**src/hw/rtl/fdl_pkg.sv**
```systemverilog
`timescale 1ns / 1ps

package fdl_pkg;

    localparam int FRAC_BITS  = 8;
    localparam int ROUND_HALF = 1 << (FRAC_BITS - 1);
    localparam int DELAY_W    = 20;
    localparam int SIZE_W     = 4;
    localparam int MODE_W     = 2;
    localparam int CFG_IDX_W  = 1;
    localparam int CFG_DATA_W = 4;

    localparam logic [CFG_IDX_W-1:0] REG_SIZE_LOG2   = 1'b0;
    localparam logic [CFG_IDX_W-1:0] REG_INTERP_MODE = 1'b1;

    localparam logic [SIZE_W-1:0] SIZE_LOG2_RST = 4'd12;

    localparam logic ACTION_WRITE = 1'b0;
    localparam logic ACTION_READ  = 1'b1;

    // four taps, one read issued per cycle, then the read latency and the capture
    // of the last tap in the tap registers
    localparam logic [2:0] FETCH_LAST = 3'd5;
    // three Horner steps
    localparam logic [1:0] STEP_LAST  = 2'd2;

    typedef enum logic [MODE_W-1:0] {
        MODE_NONE    = 2'd0,
        MODE_LINEAR  = 2'd1,
        MODE_CUBIC   = 2'd2,
        MODE_HERMITE = 2'd3
    } interp_mode_t;

    typedef enum logic [2:0] {
        ST_CLEAR,
        ST_IDLE,
        ST_FETCH,
        ST_CALC,
        ST_HOLD
    } fdl_state_t;

    typedef enum logic [1:0] {
        CALC_IDLE,
        CALC_MUL,
        CALC_ADD,
        CALC_FIN
    } calc_state_t;

    typedef struct packed {
        logic         start;
        interp_mode_t mode;
    } calc_ctl_t;

endpackage

```
**src/hw/rtl/fdl_interp.sv**
```systemverilog
`timescale 1ns / 1ps

module fdl_interp #(
    parameter int SAMPLE_BITS = 24
) (
    input  logic                          clk,
    input  logic                          rst_n,
    input  fdl_pkg::calc_ctl_t            ctl,
    input  logic [fdl_pkg::FRAC_BITS-1:0] frac,
    input  logic signed [SAMPLE_BITS-1:0] xm1,
    input  logic signed [SAMPLE_BITS-1:0] x0,
    input  logic signed [SAMPLE_BITS-1:0] x1,
    input  logic signed [SAMPLE_BITS-1:0] x2,
    output logic                          done,
    output logic signed [SAMPLE_BITS-1:0] result
);

    // Hermite terms reach about 13 * 2^SAMPLE_BITS; keep headroom
    localparam int ACC_W  = SAMPLE_BITS + 6;
    localparam int PROD_W = ACC_W + fdl_pkg::FRAC_BITS + 1;

    fdl_pkg::calc_state_t state_reg, state_next;

    logic signed [ACC_W-1:0]  e_m1, e_0, e_1, e_2;
    logic signed [ACC_W-1:0]  a0, a1, a2, h1, h2, h3, d01;
    logic signed [ACC_W-1:0]  coef_in [4];
    logic signed [ACC_W-1:0]  t_reg, t_next;
    logic signed [ACC_W-1:0]  coef_reg [3];
    logic signed [PROD_W-1:0] p_reg, p_next;
    logic signed [PROD_W-1:0] p_round, p_shift;
    logic signed [ACC_W-1:0]  final_val;
    logic [1:0]               step_reg;
    fdl_pkg::interp_mode_t    mode_reg;
    logic [fdl_pkg::FRAC_BITS-1:0] frac_reg;

    // coefficients for a uniform three-step Horner evaluation
    always_comb
    begin
        e_m1 = {{(ACC_W-SAMPLE_BITS){xm1[SAMPLE_BITS-1]}}, xm1};
        e_0  = {{(ACC_W-SAMPLE_BITS){x0[SAMPLE_BITS-1]}}, x0};
        e_1  = {{(ACC_W-SAMPLE_BITS){x1[SAMPLE_BITS-1]}}, x1};
        e_2  = {{(ACC_W-SAMPLE_BITS){x2[SAMPLE_BITS-1]}}, x2};
        a0   = e_2 - e_1 - e_m1 + e_0;
        a1   = e_m1 - e_0 - a0;
        a2   = e_1 - e_m1;
        d01  = e_0 - e_1;
        h1   = e_1 - e_m1;
        h3   = (d01 <<< 1) + d01 + (e_2 - e_m1);
        h2   = ((e_m1 - e_0) <<< 1) + h1 - h3;
        unique case (ctl.mode)
            fdl_pkg::MODE_LINEAR:
            begin
                coef_in[0] = '0;
                coef_in[1] = '0;
                coef_in[2] = e_1 - e_0;
                coef_in[3] = e_0;
            end
            fdl_pkg::MODE_CUBIC:
            begin
                coef_in[0] = a0;
                coef_in[1] = a1;
                coef_in[2] = a2;
                coef_in[3] = e_0;
            end
            fdl_pkg::MODE_HERMITE:
            begin
                // held doubled; halved with rounding at the end
                coef_in[0] = h3;
                coef_in[1] = h2;
                coef_in[2] = h1;
                coef_in[3] = e_0 <<< 1;
            end
            default:
            begin
                coef_in[0] = '0;
                coef_in[1] = '0;
                coef_in[2] = '0;
                coef_in[3] = e_0;
            end
        endcase
    end

    always_comb
    begin
        p_next  = PROD_W'(t_reg) * PROD_W'($signed({1'b0, frac_reg}));
        p_round = p_reg + PROD_W'(fdl_pkg::ROUND_HALF);
        p_shift = p_round >>> fdl_pkg::FRAC_BITS;
        t_next  = ACC_W'(p_shift) + coef_reg[0];
    end

    always_comb
    begin
        state_next = state_reg;
        unique case (state_reg)
            fdl_pkg::CALC_IDLE:
            begin
                if (ctl.start)
                begin
                    state_next = fdl_pkg::CALC_MUL;
                end
            end
            fdl_pkg::CALC_MUL:
            begin
                state_next = fdl_pkg::CALC_ADD;
            end
            fdl_pkg::CALC_ADD:
            begin
                state_next = (step_reg == fdl_pkg::STEP_LAST) ? fdl_pkg::CALC_FIN
                                                              : fdl_pkg::CALC_MUL;
            end
            fdl_pkg::CALC_FIN:
            begin
                state_next = fdl_pkg::CALC_IDLE;
            end
            default:
            begin
                state_next = fdl_pkg::CALC_IDLE;
            end
        endcase
    end

    always_comb
    begin
        done = (state_reg == fdl_pkg::CALC_FIN);
    end

    always_ff @(posedge clk or negedge rst_n)
    begin
        if (!rst_n)
        begin
            state_reg <= fdl_pkg::CALC_IDLE;
            step_reg  <= '0;
        end
        else
        begin
            state_reg <= state_next;
            if (state_reg == fdl_pkg::CALC_IDLE && ctl.start)
            begin
                step_reg <= '0;
            end
            else if (state_reg == fdl_pkg::CALC_ADD)
            begin
                step_reg <= step_reg + 2'd1;
            end
        end
    end

    always_ff @(posedge clk)
    begin
        if (state_reg == fdl_pkg::CALC_IDLE && ctl.start)
        begin
            t_reg       <= coef_in[0];
            coef_reg[0] <= coef_in[1];
            coef_reg[1] <= coef_in[2];
            coef_reg[2] <= coef_in[3];
            mode_reg    <= ctl.mode;
            frac_reg    <= frac;
        end
        else if (state_reg == fdl_pkg::CALC_MUL)
        begin
            p_reg <= p_next;
        end
        else if (state_reg == fdl_pkg::CALC_ADD)
        begin
            t_reg       <= t_next;
            coef_reg[0] <= coef_reg[1];
            coef_reg[1] <= coef_reg[2];
        end
    end

    // halve with rounding in Hermite mode, then saturate to the sample range
    always_comb
    begin
        if (mode_reg == fdl_pkg::MODE_HERMITE)
        begin
            final_val = (t_reg + ACC_W'(1)) >>> 1;
        end
        else
        begin
            final_val = t_reg;
        end
        if (final_val[ACC_W-1:SAMPLE_BITS-1] == '0 ||
            final_val[ACC_W-1:SAMPLE_BITS-1] == '1)
        begin
            result = final_val[SAMPLE_BITS-1:0];
        end
        else if (final_val[ACC_W-1])
        begin
            result = {1'b1, {(SAMPLE_BITS-1){1'b0}}};
        end
        else
        begin
            result = {1'b0, {(SAMPLE_BITS-1){1'b1}}};
        end
    end

endmodule

```
**config.mk**
```make
export PLATFORM = sky130hd
export DESIGN_NAME = fdl_interp
export DESIGN_NICKNAME = d
export VERILOG_FILES = /design/src/hw/rtl/fdl_pkg.sv /design/src/hw/rtl/fdl_interp.sv
export SDC_FILE = /design/constraint.sdc
export NUM_CORES = 2
export LEC_CHECK = 0
export BUFFER_PORTS_ARGS = -buffer_cell sky130_fd_sc_hd__buf_2
export CAP_MARGIN = 20
export CELL_PAD_IN_SITES_DETAIL_PLACEMENT = 1
export CELL_PAD_IN_SITES_GLOBAL_PLACEMENT = 1
export CORE_UTILIZATION = 45
export CTS_BUF_LIST = sky130_fd_sc_hd__clkbuf_8 sky130_fd_sc_hd__clkbuf_16
export CTS_CLUSTER_DIAMETER = 50
export DETAILED_ROUTE_END_ITERATION = 12
export PLACE_DENSITY = 0.78
export SLEW_MARGIN = 40
export SYNTH_ARGS = -nofsm -noshare
export SYNTH_HDL_FRONTEND = slang
export SYNTH_SLANG_ARGS = --single-unit
```
**constraint.sdc**
```tcl
create_clock -name clk -period 7.37 [get_ports clk]
set_input_delay 0.3685 -clock clk [delete_from_list [all_inputs] [get_ports clk]]
set_output_delay 0.3685 -clock clk [all_outputs]
set_load 0.05 [all_outputs]
```
* Yosys cells after proc, flatten, opt, wreduce, memory -nomap -nowiden *
Memories as Yosys holds them, arrays and structs flattened.
Index checks and enable logic that the tools add are counted.

storage, ports and cells
  word-level logic and storage cells = 66
  input bits = 109
  RAM bits = 90
  flip-flop bits (word level) = 82
  memories = 1
  output and inout bits = 25

memory list
  name      words  bits a word  read ports  clocked after memory_dff  wr ports  RTL line          RTL
  coef_reg  3      30           3           0                         3         fdl_interp.sv:28  logic signed [ACC_W-1:0] coef_reg [3];

operators by class
  eq/ne operators = 11
  reductions and logical operators = 7
  mux-type cells = 20
  add/subtract/negate cells = 17
  multipliers = 1
  bitwise operators = 3

operators with widths
  operator               count
  $pmux 120 s3           1
  $mux 30                6
  $sub 24x24->25         6
  $add 26x25->27         2
  $mux 24                2
  $add 38x9->38 const B  1
  $mul 30x9->38          1
  $add 30x2->30 const B  1
  $add 30x30->30         1
  $sub 27x28->29         1
  $add 27x25->28         1
  $sub 25x27->28         1
  $add 26x24->27         1
  $sub 25x24->26         1
  $eq 2x2->1 const B     6
  $mux 2                 4
  $pmux 2 s4             1
  $eq 7x7->1 const B     1
  $logic_not 7->1        1
  $mux 1                 6
  $eq 2x1->1 const B     2
  $ne 2x2->1 const B     2
  $reduce_and 2->1       2
  $add 2x1->2 const B    1
  6 further kinds        7

* Logic depth before layout (Yosys ltp) *
  word-level depth = 6
  mapped depth = 38

* Worst setup path before layout *
Ideal clock, no wire load.

  path kind = in2reg
  start = input x0[0]
  end = memory coef_reg[0][27] in the netlist's numbering (data pin)
  path slack = -0.319 ns
  required time = 7.116 ns
  data arrival time = 7.435 ns
  stages = 37
  cell sequence = inv_1 ha_1 inv_1 fa_1 a21o_1 a21oi_1 o21bai_1 a21oi_1 o21bai_1 a21oi_1 o21bai_1 a21oi_1 xnor2_1 fa_1 inv_1 fa_1 inv_1 ha_1 a21o_1 a21o_1 a221oi_1 o21ai_0 a21o_1 a21oi_1 xnor2_1 fa_1 inv_1 ha_1 a21o_1 a21o_1 a21oi_1 o21a_1 o311ai_0 a31o_2 a21oi_1 xnor2_1 a21o_1

RTL lines
  element      RTL line          RTL
  from (decl)  fdl_interp.sv:11  input logic signed [SAMPLE_BITS-1:0] x0,
  to (decl)    fdl_interp.sv:28

==> run_results.csv <==
group,metric,value,unit
grt,grt_pass1_wl,168000,µm
worst_setup_path,required,7.63,ns
grt,gr-total-overflow,0,
cts,clock_sinks,154,
floorplan,start_util,45.5,%
timing,skew,0.0225,ns
route,routed_wl,108000,µm
floorplan,ios,134,
final_layout,utilization,52.2,%
final_layout,area_growth,14.7,%
placed_design,gp_congestion,0.922,
timing,slew_headroom,41.6,%
route,drt-wirelength-per-cell,22.1,µm
worst_setup_path,slowest_delay,0.55,ns
cts,numCtsBuffers,17,
timing,setup_ws,0.0805,ns
synthesis,synthesis.nets,4438,
route,drc,0,
final_layout,layout-drive-gt1-share,14.4,%
synthesis,ys.flop_type,"edfxtp_1",
floorplan,die_area,70600,µm²
worst_setup_path,cpMaxStageDelayCell,"fa_1",
floorplan,die_h,266,µm
route,drt_iter0_drc,1399,
synthesis,synthesis.area,31300,µm²
cts,clockBufferDepth,2,
worst_setup_path,path_delay_family,"compound AO/OA/AOI/OAI gates",
placed_design,dp_slack,-0.851,ns
grt,grt_pass1_vias,30188,
worst_setup_path,worstSetupPathType,"in -> reg",
worst_setup_path,crit_path_end_kind,"flop",
final_layout,num-nets-final,4719,
worst_setup_path,arrival,7.55,ns
timing,setup_viol,0,
synthesis,synth_top_cells_by_area,"fa_1, edfxtp_1, ha_1",
cts,clk_latency,0.52,ns
timing,drv_slew,0,
synthesis,synth_common_cells,"inv_1, ha_1, fa_1",
grt,antenna_found_initial,0,
floorplan,core_area,68700,µm²
synthesis,syn_inst,3678,
cts,cts_tree,"yes",
timing,hold_viol_final,0,
cts,clkTransAtPathRegs,0.07,ns
route,viasPerCell,5.73,
job,cap_violations,0,
final_layout,nFillCells,8273,
grt,grt_start_max_net_pins,56,
cts,cts_root_buffer,"clkbuf_16",
worst_setup_path,crit_path_start_kind,"primary input",
synthesis,synth_top_area_share,20.3,%
synthesis,synthArstFlopShare,2.60,%
final_layout,largest_reg_flops,79,
synthesis,yosys.area.top_type,"fa_1",
placed_design,io_buffers,133,
cts,cts_htree_levels,4,
synthesis,synth_edf_count,150,
timing,tightest_slew,0.870,ns
worst_setup_path,cp_max_fo,3,
floorplan,rows,96,
timing,clock.fmax,137,MHz
timing,fin_crit,7.29,ns
outcome,outcome,"finished clean",
final_layout,insertedDiodeCount,0,
grt,grt_use_total,30.6,%
synthesis,synth_warnings,0,
route,antenna_left,0,
route,drtPass1Iterations,5,
placed_design,place_hpwl,87600,µm
synthesis,synth.most_common_cell,"inv_1",
timing,period_share,98.9,%
synthesis,ys_seq_area_share,14.7,%
synthesis,synth_seq_cells,154,
worst_hold_path,hp-class,"in -> reg",
synthesis,synth_cell_types,85,
synthesis,syn_area_per_cell,8.50,µm²
timing,hold_ws,0.0402,ns
worst_setup_path,cp_num_buf_inv,9,
floorplan,dieWidth,266,µm
route,via_count,28090,
[kinds of logic (layout without fill, tap and decap cells)]
family | after synthesis | count (layout) | synth area share (%)
simple gates | 992 | 992 | 15.7
compound gates | 897 | 897 | 18.7
buf+inv | 666 | 960 | 8.10
fa+ha+maj | 651 | 651 | 33.7
xor+xnor | 276 | 276 | 7.73
flops | 154 | 154 | 14.7
mux | 42 | 42 | 1.36
[stage by stage]
stage / TNS [ns] / instances / cell area [µm²]
CTS: 0 / 4892 / 35200
global route: -0.832 / 4903 / 35900
global placement: -3.23 / 4845 / 34400
floorplan: 0 / 3678 / 31300
finish: 0 / 4903 / 35900
detailed placement: -6.91 / 4854 / 34600
[timing repair]
item,4_1_cts,5_1_grt
setup buffers,5,11
cloned,0,0
endpoints found under the hold margin,4,0
hold buffers,1,0
pin swaps,8,52
gates resized for setup,15,102
setup endpoints to repair,7,12
[worst paths after layout]
kind | startpoint | slack, ns | endpoint | cells after the start
worst max-delay path | x0[0] | 0.08 | coef_reg[0][27] | 38
worst max register to register | frac_reg[0] | 1.42 | p_reg[36] | 19
worst min register to register | step_reg[0] | 0.49 | step_reg[0] | 1
min in group asynchronous | rst_n | 0.20 | step_reg[0] | 2
worst min-delay path | frac[6] | 0.04 | frac_reg[6] | 1
max in group asynchronous | rst_n | 7.04 | step_reg[1] | 2
[area by class of cell]
class                           count  area, µm²  area share, %
Multi-Input combinational cell   2858      24800           69.2
Inverter                          524       1970           5.48
Tap cell                          931       1160           3.25
Clock buffer                       17        425           1.19
Sequential cell                   154       4600           12.8
Clock inverter                     15        165          0.460
Timing Repair Buffer              404       2730           7.62
[routing by layer]
metal | part of all wire (%) | track usage [%]
met5 | 0 | 0
met1 | 44 | 39.7
met2 | 49 | 53.2
met3 | 3.9 | 3.21
met4 | 3.3 | 9.97
[layout by cell type (no fill, tap or decap), types with 19 or more instances in the layout]
cell        n
inv_1     517
ha_1      321
fa_1      316
nand2_1   282
buf_4     261
a21oi_1   222
nor2_1    198
xnor2_1   174
and2_1    170
o21ai_0   159
a21o_1    157
edfxtp_1  150
buf_2     134
xor2_1     91
nand3_1    70
nor3_1     57
o21a_1     42
mux2i_1    39
o21bai_1   36
nor2b_1    32
nand4_1    30
a31oi_1    29
nand2b_1   28
and3_1     27
a211oi_1   23
o211ai_1   19
or3_1      19
Power is left out: the tool's default activity adds up to more than one toggle a clock period on the data nets, which glitch-free logic cannot reach.
